$ cat src/hw/rtl/dlhc_pkg.sv
// dlhc_pkg: shared widths, fixed-point constants, sector codes and stage structs
// for the dB level heat color pipeline. No dependencies.
package dlhc_pkg;

   localparam int unsigned ATT_W   = 10;
   localparam int unsigned RANGE_W = 8;
   localparam int unsigned CHAN_W  = 8;

   // accepting edge to the edge that takes the result
   localparam int unsigned PIPE_LATENCY = 26;

   localparam logic [RANGE_W-1:0] RANGE_RESET = 8'd100;

   // hue span of the level scale, degrees
   localparam logic [7:0]  HUE_SPAN = 8'd180;

   // Q0.16 with one extra bit, 1.0 = 65536
   localparam logic [16:0] ONE_Q16       = 17'd65536;
   localparam logic [15:0] SAT_Q16       = 16'd58982;
   localparam logic [15:0] ONE_MINUS_SAT = 16'd6554;

   // divider step counts: level^2/range^2 quotient and level*180/range quotient
   localparam int unsigned DIV_B_STEPS = 17;
   localparam int unsigned DIV_A_STEPS = 8;

   // HSV sector, floor(hue/60)
   typedef enum logic [2:0] {
      SECT_0 = 3'd0,
      SECT_1 = 3'd1,
      SECT_2 = 3'd2,
      SECT_3 = 3'd3,
      SECT_4 = 3'd4,
      SECT_5 = 3'd5
   } sector_type;

   typedef struct packed {
      logic         valid;
      logic [7:0]   rng;
      logic [15:0]  na;    // level*180
      logic [15:0]  l2;    // level^2
      logic [15:0]  d2;    // range^2
   } front_to_div_type;

   typedef struct packed {
      logic         valid;
      logic [7:0]   tmp;
      logic [16:0]  v;
   } div_to_hue_type;

   typedef struct packed {
      logic         valid;
      logic [16:0]  v;
      sector_type   sector;
      logic [15:0]  sc;
      logic [15:0]  sc2;
   } hue_to_mix_type;

endpackage

$ cat src/hw/rtl/dlhc_front.sv
// dlhc_front: range clamp, attenuation saturation, level and the three small
// products feeding the dividers. Depends on dlhc_pkg.
module dlhc_front (
   input  logic                           clock,
   input  logic                           reset,
   input  logic                           in_valid,
   input  logic [dlhc_pkg::ATT_W-1:0]     in_att,
   input  logic [dlhc_pkg::RANGE_W-1:0]   in_range,
   output dlhc_pkg::front_to_div_type     out
);
   import dlhc_pkg::*;

   logic [RANGE_W-1:0] rng_in;
   logic [RANGE_W-1:0] att_sat_in;
   logic [RANGE_W-1:0] level_in;

   logic               s1_valid_ff;
   logic [RANGE_W-1:0] s1_level_ff;
   logic [RANGE_W-1:0] s1_rng_ff;

   front_to_div_type   s2_in;
   front_to_div_type   s2_ff;

   always_comb begin
      rng_in = (in_range == '0) ? RANGE_W'(1) : in_range;
      if (in_att > ATT_W'(rng_in)) begin
         att_sat_in = rng_in;
      end else begin
         att_sat_in = in_att[RANGE_W-1:0];
      end
      level_in = rng_in - att_sat_in;
   end

   always_comb begin
      s2_in.valid = s1_valid_ff;
      s2_in.rng   = s1_rng_ff;
      s2_in.na    = 16'(s1_level_ff) * 16'(HUE_SPAN);
      s2_in.l2    = 16'(s1_level_ff) * 16'(s1_level_ff);
      s2_in.d2    = 16'(s1_rng_ff) * 16'(s1_rng_ff);
   end

   always_ff @(posedge clock) begin
      if (reset) begin
         s1_valid_ff <= 1'b0;
         s2_ff.valid <= 1'b0;
      end else begin
         s1_valid_ff <= in_valid;
         s2_ff       <= s2_in;
      end
   end

   always_ff @(posedge clock) begin
      s1_level_ff <= level_in;
      s1_rng_ff   <= rng_in;
   end

   assign out = s2_ff;

endmodule

$ cat src/hw/rtl/dlhc_div.sv
// dlhc_div: two restoring dividers in lockstep, one quotient bit per stage.
// tmp = level*180/range (8 steps), v = level^2*65536/range^2 (17 steps). Depends on dlhc_pkg.
module dlhc_div (
   input  logic                        clock,
   input  logic                        reset,
   input  dlhc_pkg::front_to_div_type  in,
   output dlhc_pkg::div_to_hue_type    out
);
   import dlhc_pkg::*;

   localparam int unsigned NB = DIV_B_STEPS;
   localparam int unsigned NA = DIV_A_STEPS;

   // long division: level^2 << 16 over range^2
   logic        src_vld  [0:NB-1];
   logic [15:0] src_remb [0:NB-1];
   logic        src_bbit [0:NB-1];
   logic [16:0] src_qb   [0:NB-1];
   logic [15:0] src_d2   [0:NB-1];
   logic [16:0] tb       [0:NB-1];
   logic [16:0] tb_diff  [0:NB-1];
   logic        b_ge     [0:NB-1];
   logic [15:0] remb_in  [0:NB-1];
   logic [16:0] qb_in    [0:NB-1];
   logic        vld_ff   [0:NB-1];
   logic [16:0] qb_ff    [0:NB-1];
   logic [15:0] remb_ff  [0:NB-2];
   logic [15:0] d2_ff    [0:NB-2];

   // short division: level*180 over range
   logic [7:0]  src_qa   [0:NB-1];
   logic [7:0]  qa_in    [0:NB-1];
   logic [7:0]  qa_ff    [0:NB-1];
   logic [7:0]  src_rema [0:NA-1];
   logic [7:0]  src_nalo [0:NA-1];
   logic [7:0]  src_rng  [0:NA-1];
   logic [8:0]  ta       [0:NA-1];
   logic [8:0]  ta_diff  [0:NA-1];
   logic        a_ge     [0:NA-1];
   logic [7:0]  rema_in  [0:NA-1];
   logic [7:0]  nalo_in  [0:NA-1];
   logic [7:0]  rema_ff  [0:NA-2];
   logic [7:0]  nalo_ff  [0:NA-2];
   logic [7:0]  rng_ff   [0:NA-2];

   for (genvar k = 0; k < NB; k++) begin : g_step
      if (k == 0) begin : g_src_first
         // level^2 < 2*range^2, so the top 16 bits start below the divisor
         assign src_vld[k]  = in.valid;
         assign src_remb[k] = {1'b0, in.l2[15:1]};
         assign src_bbit[k] = in.l2[0];
         assign src_qb[k]   = '0;
         assign src_d2[k]   = in.d2;
         assign src_qa[k]   = '0;
      end else begin : g_src_next
         assign src_vld[k]  = vld_ff[k-1];
         assign src_remb[k] = remb_ff[k-1];
         assign src_bbit[k] = 1'b0;
         assign src_qb[k]   = qb_ff[k-1];
         assign src_d2[k]   = d2_ff[k-1];
         assign src_qa[k]   = qa_ff[k-1];
      end

      assign tb[k]      = {src_remb[k], src_bbit[k]};
      assign tb_diff[k] = tb[k] - {1'b0, src_d2[k]};
      assign b_ge[k]    = (tb[k] >= {1'b0, src_d2[k]});
      assign remb_in[k] = b_ge[k] ? tb_diff[k][15:0] : tb[k][15:0];
      assign qb_in[k]   = {src_qb[k][15:0], b_ge[k]};

      if (k < NA) begin : g_a
         if (k == 0) begin : g_a_first
            // quotient < 256, so the high byte starts below the divisor
            assign src_rema[k] = in.na[15:8];
            assign src_nalo[k] = in.na[7:0];
            assign src_rng[k]  = in.rng;
         end else begin : g_a_next
            assign src_rema[k] = rema_ff[k-1];
            assign src_nalo[k] = nalo_ff[k-1];
            assign src_rng[k]  = rng_ff[k-1];
         end

         assign ta[k]      = {src_rema[k], src_nalo[k][7]};
         assign ta_diff[k] = ta[k] - {1'b0, src_rng[k]};
         assign a_ge[k]    = (ta[k] >= {1'b0, src_rng[k]});
         assign rema_in[k] = a_ge[k] ? ta_diff[k][7:0] : ta[k][7:0];
         assign nalo_in[k] = {src_nalo[k][6:0], 1'b0};
         assign qa_in[k]   = {src_qa[k][6:0], a_ge[k]};

         // the last step only hands on its quotient
         if (k < NA - 1) begin : g_a_reg
            always_ff @(posedge clock) begin
               rema_ff[k] <= rema_in[k];
               nalo_ff[k] <= nalo_in[k];
               rng_ff[k]  <= src_rng[k];
            end
         end
      end else begin : g_a_done
         assign qa_in[k] = src_qa[k];
      end

      always_ff @(posedge clock) begin
         if (reset) begin
            vld_ff[k] <= 1'b0;
         end else begin
            vld_ff[k] <= src_vld[k];
         end
      end

      always_ff @(posedge clock) begin
         qb_ff[k] <= qb_in[k];
         qa_ff[k] <= qa_in[k];
      end

      if (k < NB - 1) begin : g_rem
         always_ff @(posedge clock) begin
            remb_ff[k] <= remb_in[k];
            d2_ff[k]   <= src_d2[k];
         end
      end
   end

   assign out.valid = vld_ff[NB-1];
   assign out.tmp   = qa_ff[NB-1];
   assign out.v     = qb_ff[NB-1];

endmodule

$ cat src/hw/rtl/dlhc_hue.sv
// dlhc_hue: hue from tmp, sector and in-sector fraction C, then the two
// saturation products S*C and S*(1-C). Five stages. Depends on dlhc_pkg.
module dlhc_hue (
   input  logic                      clock,
   input  logic                      reset,
   input  dlhc_pkg::div_to_hue_type  in,
   output dlhc_pkg::hue_to_mix_type  out
);
   import dlhc_pkg::*;

   // floor(u/45) = (u*11651) >> 19 for u < 8192
   localparam logic [13:0] DIV45_MUL   = 14'd11651;
   localparam int unsigned DIV45_SHIFT = 19;
   // floor(r*65536/60) = r*1092 + ((r*1096) >> 12) for r < 60
   localparam logic [10:0] C_MUL_INT   = 11'd1092;
   localparam logic [10:0] C_MUL_FRAC  = 11'd1096;
   localparam int unsigned C_FRAC_SHIFT = 12;
   // hue = (270 + q) mod 360, split by q
   localparam logic [7:0]  Q_SECT4_END = 8'd30;
   localparam logic [7:0]  Q_SECT5_END = 8'd90;
   localparam logic [7:0]  Q_SECT0_END = 8'd150;

   logic        h1_vld_ff;
   logic [15:0] h1_t2_ff;
   logic [16:0] h1_v_ff;

   logic [27:0] q_prod;
   logic [7:0]  q_in;
   logic        h2_vld_ff;
   logic [7:0]  h2_q_ff;
   logic [16:0] h2_v_ff;

   sector_type  sector_in;
   logic [5:0]  rem_in;
   logic        h3_vld_ff;
   sector_type  h3_sector_ff;
   logic [5:0]  h3_rem_ff;
   logic [16:0] h3_v_ff;

   logic [16:0] c_int_prod;
   logic [16:0] c_frac_prod;
   logic [15:0] c_in;
   logic        h4_vld_ff;
   sector_type  h4_sector_ff;
   logic [15:0] h4_c_ff;
   logic [16:0] h4_v_ff;

   logic [31:0] sc_prod;
   logic [16:0] one_minus_c;
   logic [32:0] sc2_prod;
   hue_to_mix_type h5_in;
   hue_to_mix_type h5_ff;

   always_comb begin
      q_prod = 28'(h1_t2_ff[15:2]) * 28'(DIV45_MUL);
      q_in   = q_prod[DIV45_SHIFT+7:DIV45_SHIFT];
   end

   always_comb begin
      if (h2_q_ff < Q_SECT4_END) begin
         sector_in = SECT_4;
         rem_in    = 6'(h2_q_ff + Q_SECT4_END);
      end else if (h2_q_ff < Q_SECT5_END) begin
         sector_in = SECT_5;
         rem_in    = 6'(h2_q_ff - Q_SECT4_END);
      end else if (h2_q_ff < Q_SECT0_END) begin
         sector_in = SECT_0;
         rem_in    = 6'(h2_q_ff - Q_SECT5_END);
      end else begin
         sector_in = SECT_1;
         rem_in    = 6'(h2_q_ff - Q_SECT0_END);
      end
   end

   always_comb begin
      c_int_prod  = 17'(h3_rem_ff) * 17'(C_MUL_INT);
      c_frac_prod = 17'(h3_rem_ff) * 17'(C_MUL_FRAC);
      c_in        = c_int_prod[15:0] + 16'(c_frac_prod[16:C_FRAC_SHIFT]);
   end

   always_comb begin
      sc_prod      = 32'(SAT_Q16) * 32'(h4_c_ff);
      one_minus_c  = ONE_Q16 - 17'(h4_c_ff);
      sc2_prod     = 33'(SAT_Q16) * 33'(one_minus_c);
      h5_in.valid  = h4_vld_ff;
      h5_in.v      = h4_v_ff;
      h5_in.sector = h4_sector_ff;
      h5_in.sc     = sc_prod[31:16];
      h5_in.sc2    = sc2_prod[31:16];
   end

   always_ff @(posedge clock) begin
      if (reset) begin
         h1_vld_ff   <= 1'b0;
         h2_vld_ff   <= 1'b0;
         h3_vld_ff   <= 1'b0;
         h4_vld_ff   <= 1'b0;
         h5_ff.valid <= 1'b0;
      end else begin
         h1_vld_ff   <= in.valid;
         h2_vld_ff   <= h1_vld_ff;
         h3_vld_ff   <= h2_vld_ff;
         h4_vld_ff   <= h3_vld_ff;
         h5_ff       <= h5_in;
      end
   end

   always_ff @(posedge clock) begin
      h1_t2_ff     <= 16'(in.tmp) * 16'(in.tmp);
      h1_v_ff      <= in.v;
      h2_q_ff      <= q_in;
      h2_v_ff      <= h1_v_ff;
      h3_sector_ff <= sector_in;
      h3_rem_ff    <= rem_in;
      h3_v_ff      <= h2_v_ff;
      h4_sector_ff <= h3_sector_ff;
      h4_c_ff      <= c_in;
      h4_v_ff      <= h3_v_ff;
   end

   assign out = h5_ff;

endmodule

$ cat src/hw/rtl/dlhc_mix.sv
// dlhc_mix: X/Y/Z channel products, sector selection and byte scaling.
// Two stages, the second is the result register. Depends on dlhc_pkg.
module dlhc_mix (
   input  logic                        clock,
   input  logic                        reset,
   input  dlhc_pkg::hue_to_mix_type    in,
   output logic                        out_valid,
   output logic [dlhc_pkg::CHAN_W-1:0] out_red,
   output logic [dlhc_pkg::CHAN_W-1:0] out_green,
   output logic [dlhc_pkg::CHAN_W-1:0] out_blue
);
   import dlhc_pkg::*;

   // floor(val*255/65536), val <= 65536
   function automatic logic [CHAN_W-1:0] to_byte(input logic [16:0] val);
      logic [24:0] scaled;
      scaled = {val, 8'b0} - 25'(val);
      return scaled[23:16];
   endfunction

   logic [16:0] one_minus_sc;
   logic [16:0] one_minus_sc2;
   logic [32:0] x_prod;
   logic [33:0] y_prod;
   logic [33:0] z_prod;

   logic        m1_vld_ff;
   sector_type  m1_sector_ff;
   logic [16:0] m1_v_ff;
   logic [16:0] m1_x_ff;
   logic [16:0] m1_y_ff;
   logic [16:0] m1_z_ff;

   logic [16:0] r_val;
   logic [16:0] g_val;
   logic [16:0] b_val;

   logic              m2_vld_ff;
   logic [CHAN_W-1:0] m2_red_ff;
   logic [CHAN_W-1:0] m2_green_ff;
   logic [CHAN_W-1:0] m2_blue_ff;

   always_comb begin
      one_minus_sc  = ONE_Q16 - 17'(in.sc);
      one_minus_sc2 = ONE_Q16 - 17'(in.sc2);
      x_prod        = 33'(in.v) * 33'(ONE_MINUS_SAT);
      y_prod        = 34'(in.v) * 34'(one_minus_sc);
      z_prod        = 34'(in.v) * 34'(one_minus_sc2);
   end

   always_comb begin
      case (m1_sector_ff)
         SECT_0: begin
            r_val = m1_v_ff; g_val = m1_z_ff; b_val = m1_x_ff;
         end
         SECT_1: begin
            r_val = m1_y_ff; g_val = m1_v_ff; b_val = m1_x_ff;
         end
         SECT_2: begin
            r_val = m1_x_ff; g_val = m1_v_ff; b_val = m1_z_ff;
         end
         SECT_3: begin
            r_val = m1_x_ff; g_val = m1_y_ff; b_val = m1_v_ff;
         end
         SECT_4: begin
            r_val = m1_z_ff; g_val = m1_x_ff; b_val = m1_v_ff;
         end
         default: begin
            r_val = m1_v_ff; g_val = m1_x_ff; b_val = m1_y_ff;
         end
      endcase
   end

   always_ff @(posedge clock) begin
      if (reset) begin
         m1_vld_ff <= 1'b0;
         m2_vld_ff <= 1'b0;
      end else begin
         m1_vld_ff <= in.valid;
         m2_vld_ff <= m1_vld_ff;
      end
   end

   always_ff @(posedge clock) begin
      m1_sector_ff <= in.sector;
      m1_v_ff      <= in.v;
      m1_x_ff      <= x_prod[32:16];
      m1_y_ff      <= y_prod[32:16];
      m1_z_ff      <= z_prod[32:16];
      m2_red_ff    <= to_byte(r_val);
      m2_green_ff  <= to_byte(g_val);
      m2_blue_ff   <= to_byte(b_val);
   end

   assign out_valid = m2_vld_ff;
   assign out_red   = m2_red_ff;
   assign out_green = m2_green_ff;
   assign out_blue  = m2_blue_ff;

endmodule

$ cat src/hw/rtl/db_level_heat_color_top.sv
// db_level_heat_color_top: heat-map color for an attenuation in dB.
// Instantiates dlhc_front, dlhc_div, dlhc_hue and dlhc_mix; uses dlhc_pkg.
//
// Usage:
//  - Input: drive req_attenuation_db and raise start; the item is taken at the
//    rising edge where start is high and busy is low. busy is high only while
//    reset is held (and the cycle after), so one item can be taken per cycle.
//  - Result: rsp_red/green/blue are valid for exactly one cycle with rsp_strobe.
//    The receiver cannot stall; every taken item yields one result, in order.
//  - Pipeline: the result is registered through 2 front stages, 17 divider
//    stages, 5 hue stages and 2 mix stages.
//    Throughput: one item per cycle while busy is low, set by the fully
//    pipelined dividers that produce one quotient bit per stage.
//  - Config: csr_range_db is written when csr_valid is high (csr_ready is
//    always high). A range of 0 is used as 1. Each item carries the range it
//    saw at entry, so a write only affects items taken after it.
//  - Reset (synchronous, active high): range returns to 100 dB, all pipeline
//    valid bits clear, no result is produced for items in flight.
module db_level_heat_color_top (
   input  logic                           clock,
   input  logic                           reset,
   // item in
   input  logic                           start,
   output logic                           busy,
   input  logic [dlhc_pkg::ATT_W-1:0]     req_attenuation_db,
   // result out
   output logic                           rsp_strobe,
   output logic [dlhc_pkg::CHAN_W-1:0]    rsp_red,
   output logic [dlhc_pkg::CHAN_W-1:0]    rsp_green,
   output logic [dlhc_pkg::CHAN_W-1:0]    rsp_blue,
   // range register
   input  logic                           csr_valid,
   output logic                           csr_ready,
   input  logic [dlhc_pkg::RANGE_W-1:0]   csr_range_db
);
   import dlhc_pkg::*;

   logic               accept;
   logic [RANGE_W-1:0] range_ff;
   logic [RANGE_W-1:0] range_in;
   logic               busy_ff;

   front_to_div_type   front_out;
   div_to_hue_type     div_out;
   hue_to_mix_type     hue_out;

   assign csr_ready = 1'b1;
   assign accept    = start & ~busy_ff;
   assign busy      = busy_ff;

   always_comb begin
      range_in = range_ff;
      if (csr_valid && csr_ready) begin
         range_in = csr_range_db;
      end
   end

   // busy covers the reset window only
   always_ff @(posedge clock) begin
      if (reset) begin
         range_ff <= RANGE_RESET;
         busy_ff  <= 1'b1;
      end else begin
         range_ff <= range_in;
         busy_ff  <= 1'b0;
      end
   end

   // saturate, level, products for the dividers
   dlhc_front u_front (
      .clock    (clock),
      .reset    (reset),
      .in_valid (accept),
      .in_att   (req_attenuation_db),
      .in_range (range_ff),
      .out      (front_out)
   );

   // tmp and V, one quotient bit per stage
   dlhc_div u_div (
      .clock (clock),
      .reset (reset),
      .in    (front_out),
      .out   (div_out)
   );

   // hue, sector, C and the saturation products
   dlhc_hue u_hue (
      .clock (clock),
      .reset (reset),
      .in    (div_out),
      .out   (hue_out)
   );

   // channel values, sector mux, byte scaling; output register
   dlhc_mix u_mix (
      .clock     (clock),
      .reset     (reset),
      .in        (hue_out),
      .out_valid (rsp_strobe),
      .out_red   (rsp_red),
      .out_green (rsp_green),
      .out_blue  (rsp_blue)
   );

   // every taken item comes out after the fixed latency
   a_item_out: assert property (@(posedge clock) disable iff (reset)
      (start && !busy) |-> ##PIPE_LATENCY rsp_strobe)
      else $error("taken item did not produce a result on time");

   // no result without an item taken at the matching edge
   a_no_stray: assert property (@(posedge clock) disable iff (reset)
      rsp_strobe |-> $past(start && !busy, PIPE_LATENCY))
      else $error("result strobe without a matching item");

   // quotients stay within their ranges: V <= 1.0, tmp <= 180
   a_div_range: assert property (@(posedge clock) disable iff (reset)
      div_out.valid |-> (div_out.v <= ONE_Q16 && div_out.tmp <= HUE_SPAN))
      else $error("divider quotient out of range");

endmodule
$ cat config.mk
export PLATFORM = sky130hd
export DESIGN_NAME = db_level_heat_color_top
export DESIGN_NICKNAME = d
export VERILOG_FILES = /design/src/hw/rtl/dlhc_pkg.sv /design/src/hw/rtl/dlhc_front.sv /design/src/hw/rtl/dlhc_div.sv /design/src/hw/rtl/dlhc_hue.sv /design/src/hw/rtl/dlhc_mix.sv /design/src/hw/rtl/db_level_heat_color_top.sv
export SDC_FILE = /design/constraint.sdc
export NUM_CORES = 2
export LEC_CHECK = 0
export ABC_CLOCK_PERIOD_IN_PS = 13100
export BUFFER_PORTS_ARGS = -buffer_cell sky130_fd_sc_hd__buf_2
export CORE_AREA = 2 2 450 452
export DETAILED_ROUTE_END_ITERATION = 16
export DIE_AREA = 0 0 452 454
export GPL_ROUTABILITY_DRIVEN = 0
export HOLD_SLACK_MARGIN = 0.03
export PLACE_DENSITY_LB_ADDON = 0.08
export SLEW_MARGIN = 25
export SYNTH_ARGS = -nofsm -noshare
export SYNTH_HDL_FRONTEND = slang
export SYNTH_HIERARCHICAL = 1
export SYNTH_SLANG_ARGS = --single-unit
export TNS_END_PERCENT = 5
$ cat constraint.sdc
create_clock -name clock -period 13.1 [get_ports clock]
set_input_delay 3.93 -clock clock [delete_from_list [all_inputs] [get_ports clock]]
set_output_delay 3.93 -clock clock [all_outputs]
set_load 0.05 [all_outputs]
Word-level counts from Yosys, hierarchy flattened
Memories as Yosys holds them, arrays and structs flattened. A register that Yosys moved wholly into a read port is not among the register bits.
Index checks and enable logic that the tools add are counted.

cells by class
  magnitude comparators = 29
  multiplexer cells = 53
  equality and inequality tests = 4
  add/subtract/negate cells = 35
  bitwise operators = 19
  reductions and logical operators = 7
  multipliers = 12

operators by type and width
  kind                    count
  $ge 17x16->1            16
  $mux 16                 16
  $sub 16x16->16          16
  $pmux 17 s3             3
  $ge 9x8->1              8
  $mux 8                  9
  $sub 24x17->24          3
  $mul 17x17->33          2
  $sub 8x8->8             8
  $sub 17x16->17 const A  3
  $mul 8x8->16            3
  $mul 15x16->31 const A  1
  $mul 15x17->31 const A  1
  $mul 17x12->29 const B  1
  $mul 14x14->27 const B  1
  $mux 1                  22
  $mux 6                  3
  $sub 6x5->6 const B     3
  $or 1x1->1              17
  $add 16x5->16           1
  $ge 16x16->1            1
  $mul 6x8->14 const B    1
  $mul 6x9->14 const B    1
  $mul 8x6->14 const B    1
  other kinds (13)        18

storage, ports and cells
  bits of input ports = 22
  bits in registers = 334
  memories kept = 8
  bits in writable memories = 1,115
  output and inout bits = 27
  word-level logic and storage cells = 205

memories
  memory         depth  bits a word  read ports  clocked after memory_dff  write ports  RTL line        text
  u_div.qb_ff    17     17           17          1                         17           dlhc_div.sv:26  logic [16:0] qb_ff [0:NB-1];
  u_div.d2_ff    16     16           16          0                         16           dlhc_div.sv:28  logic [15:0] d2_ff [0:NB-2];
  u_div.remb_ff  16     16           16          0                         16           dlhc_div.sv:27  logic [15:0] remb_ff [0:NB-2];
  u_div.qa_ff    17     8            17          0                         17           dlhc_div.sv:33  logic [7:0] qa_ff [0:NB-1];
  u_div.rema_ff  7      8            7           0                         7            dlhc_div.sv:42  logic [7:0] rema_ff [0:NA-2];
  u_div.rng_ff   7      8            7           0                         7            dlhc_div.sv:44  logic [7:0] rng_ff [0:NA-2];
  +2 memories    n/a    n/a          n/a         n/a                       n/a          n/a

Logic depth before layout (Yosys ltp)
  depth after elaboration = 5
  depth in mapped cells = 30
  gate-level depth less buffers = 28

Modules after synthesis
Netlist, hierarchy kept.

by module, submodules not included
  module                   times used  sequential area each (sq um)  cells each  area each (sq um)
  dlhc_div                 1           18,617.9                      3,763       37,791.2
  dlhc_mix                 1           1,881.8                       3,069       27,012.2
  dlhc_hue                 1           3,953.8                       1,652       17,989.8
  dlhc_front               1           1,861.8                       645         6,625.1
  db_level_heat_color_top  1           180.2                         30          334.1

Worst setup path before layout
No wires, ideal clock.

  path kind = register to register
  start = register u_hue.h5_ff, in the netlist u_hue/out[20]
  end = register u_mix.m1_y_ff[16]
  path buffers = 1
  library setup time = 0.072 ns
  slack = 5.617 ns
  arrival time = 7.411 ns
  clock period less this slack = 7.483 ns
  cell stages (with the launch flop) = 26
  required time = 13.028 ns
  path through = edfxtp_1 or4_1 nor4_1 nand2_1 or3_1 xor2_1 clkbuf_1 nand2_1 fa_1 inv_1 fa_1 fa_1 fa_1 fa_1 inv_1 fa_1 inv_1 ha_1 o21ai_0 a21oi_1 a221o_1 o2bb2ai_1 a22o_1 o41a_1 a21oi_1 xnor2_1

between the ends
  cells in the longest elaborated chain, start to end = 2

RTL lines
  item                      RTL line         text
  start: declaration        dlhc_hue.sv:52   hue_to_mix_type h5_ff;
  start signal: assignment  dlhc_hue.sv:104  h5_ff <= h5_in;
  $sub 17x16->17            dlhc_mix.sv:44   one_minus_sc = ONE_Q16 - 17'(in.sc);
  $mul 17x17->33            dlhc_mix.sv:47   y_prod = 34'(in.v) * 34'(one_minus_sc);
  net u_mix.y_prod[32]      dlhc_mix.sv:24   logic [33:0] y_prod;
  end signal: assignment    dlhc_mix.sv:88   m1_y_ff <= y_prod[32:16];
  end: declaration          dlhc_mix.sv:31   logic [16:0] m1_y_ff;

The timed path passes the listed nets, and every way through them passes these cells.
A chain may end at the register's enable or synchronous reset.

Worst setup path in the final report
  start = register u_hue.h5_ff, in the netlist u_hue/out[16]
  end = register u_mix.m1_y_ff[16]

The elaborated chain is that of the path after synthesis.

==> run metrics <==
Mapped Area 89,800 um^2; initial antenna violation count 4; ys flop type dfxtp_1; Num CTS Buffers 142; Setup crit end kind register; Layout Utilization 48.7%; worst slew pin tran 1.03 ns; crit path max fanout 20; Hold WS 0.292 ns; leading area contributor after synthesis dfxtp_1; first-pass GRT wire length 329,000 um; drc violations 0; Congestion Overflow GR 0; worst-skew pair later-pin latency 0.80 ns; asr flop ratio synth 0%; die height 454 um; Die Area 205,000 um^2; DR iter-0 viols 3,094; IO Pins 49; largest net degree at the start of global routing 94; CTS tree done; H-tree depth 4; Synth warnings 6; syn_area_per_cell 9.80 um^2; Post-DP HPWL 156,000 um; Critical Path AT 9.00 ns; Post CTS Setup Buffer Count 0; layout cell share with drive strength beyond 1 5.90%; Area Overhead vs Synth 9.07%; Tmin final 8.32 ns; Longest Clk Path Bufs 3; Commonest cells post-synth inv_1, dfxtp_1, ha_1, fa_1, nand2_1; most numerous cell in the Yosys netlist inv_1; #FFs+latches synth 1,273; met2 Usage GRT 34.7%; RSZ-0062 raised after global routing no; dpl cell area 92,800 um^2; # hold bufs at CTS 0; final setup fails 0; Worst Path Class, Setup register to register; most used routing layer met2; fillers 18,800; Final period util 63.5%; run status finished clean; setup TNS 0 ns; std cell rows 165; CTS resizes 0; IO Port Bufs 47; clk root buf clkbuf_16; Peak Freq 120 MHz; sequential share of the synthesized area 29.5%; Design Area, Final 97,900 um^2; Distinct cells, synth 102; vias per cell 5.05; CORE AREA 201,000 um^2; Mapped Cells 9,159; Worst setup SP type register; met1 Use GR 25.5%; met3 Usage GRT 2.36%; Initial Utilization 44.7%; Routed Antenna Nets 0; Post-synth EDFFs 101; final WL 200,000 um; Clock Pin Slew Worst Setup and Hold Paths 0.06 ns; Vias 60,500; flop-to-flop setup slack 4.78 ns; Area contributors post-synth dfxtp_1, fa_1, ha_1; Max-Slew Margin vs Limit 30.9%; Max-cap violations 0; final hold vios 0; CTS Sinks 1,273; Nets 11,200; post-synth top area share 26.1%; first drt pass iteration count 6; clock skew 0.0599 ns; DR WL/cell 16.7 um; WP data required 13.79 ns; worst hold path type register to register; die width 452 um; vias in the first global route 62,900; total track usage 19.9%; Slew Limit Fails 0
worst paths after layout:
check	startpoint	endpoint	depth (start not counted)
worst max-delay path	u_hue/out[16]	u_mix/m1_y_ff[16]	23
worst min-delay path	u_div/qb_ff[0][103]	u_div/qb_ff[0][121]	0
worst max register to register	u_hue/out[16]	u_mix/m1_y_ff[16]	23
worst min register to register	u_div/qb_ff[0][103]	u_div/qb_ff[0][121]	0
placed cells by master, fill, tap and decap left out, types with 38 or more instances in the layout:
| cell type | instances |
|---|---|
| a31oi_1 | 39 |
| and2_1 | 274 |
| nor2b_1 | 122 |
| edfxtp_1 | 101 |
| mux2_2 | 119 |
| a21o_1 | 162 |
| nor3_1 | 87 |
| and3_1 | 41 |
| o21ai_0 | 356 |
| nand4_1 | 46 |
| buf_4 | 58 |
| mux2i_1 | 77 |
| o21bai_1 | 38 |
| nor2_1 | 332 |
| o21a_1 | 95 |
| ha_1 | 1164 |
| fa_1 | 825 |
| nand3_1 | 74 |
| clkbuf_16 | 144 |
| a211oi_1 | 66 |
| xor2_1 | 143 |
| nand2_1 | 754 |
| a21oi_1 | 347 |
| buf_2 | 47 |
| nand2b_1 | 68 |
| inv_1 | 1630 |
| xnor2_1 | 304 |
| dfxtp_1 | 1169 |
layout make-up:
type	instances	area (um^2)	share of cell area, %
Antenna cell	2	5.00	0.00511
Clock inverter	74	1100	1.12
Multi-Input combinational cell	6031	56100	57.3
Tap cell	2672	3340	3.42
Clock buffer	186	3990	4.08
Timing Repair Buffer	106	682	0.697
Sequential cell	1273	26500	27.1
Inverter	1633	6130	6.26
worst max-delay path, stage by stage (launching register included):
cell       delay, ns
edfxtp_1        0.76
inv_1           0.12
ha_1            0.30
nand2_1         0.12
xor2_2          0.76
nand2_1         0.16
fa_1            0.49
fa_1            0.58
fa_1            0.45
fa_1            0.54
inv_1           0.05
fa_1            0.49
inv_1           0.05
fa_1            0.48
inv_1           0.05
ha_1            0.27
and4_1          0.21
a21o_1          0.17
a311oi_1        0.79
o2bb2ai_1       0.39
a22o_1          0.32
o41a_1          0.36
a21oi_1         0.19
xnor2_1         0.13
metrics by stage:
step | std cells | setup WS, ns
after floorplan | 9164 | 5.62
after global placement | 11700 | 4.92
after detailed placement | 11700 | 4.88
after CTS | 12000 | 4.82
after global routing | 12000 | 4.32
final | 12000 | 4.78
state kept, by name (all words and copies together), names as in the netlist, 14 cells and up:
| name | count |
|---|---|
| u_mix/m1_v_ff | 17 |
| u_hue/h4_c_ff | 16 |
| u_hue/h4_v_ff | 17 |
| u_div/vld_ff | 17 |
| u_hue/out | 52 |
| u_mix/m1_x_ff | 14 |
| u_hue/h1_t2_ff | 14 |
| u_hue/h1_v_ff | 17 |
| u_hue/h2_v_ff | 17 |
| u_hue/h3_v_ff | 17 |
| u_div/d2_ff | 256 |
| u_div/nalo_ff | 28 |
| u_div/rng_ff | 56 |
| u_div/remb_ff | 256 |
| u_div/qb_ff | 153 |
| u_mix/m1_y_ff | 17 |
| u_mix/m1_z_ff | 17 |
| u_div/rema_ff | 56 |
| u_div/qa_ff | 108 |
| u_front/out | 51 |
metal layers:
layer / share of wire (%) / wire (um)
met4: 3.1 / 6230
met1: 45 / 89700
met2: 48 / 96800
met3: 3.5 / 7090
met5: 0 / 0
kinds of logic after synthesis:
logic type      synth area share [%]
mux                             2.46
flops                           29.5
simple gates                    10.5
other cells                   0.0125
compound gates                  10.4
buf+inv                         8.05
xor+xnor                        4.41
fa+ha+maj                       34.6
Power is not shown: default switching activity piles up to over one toggle a cycle in this logic, so the estimate is an artifact.
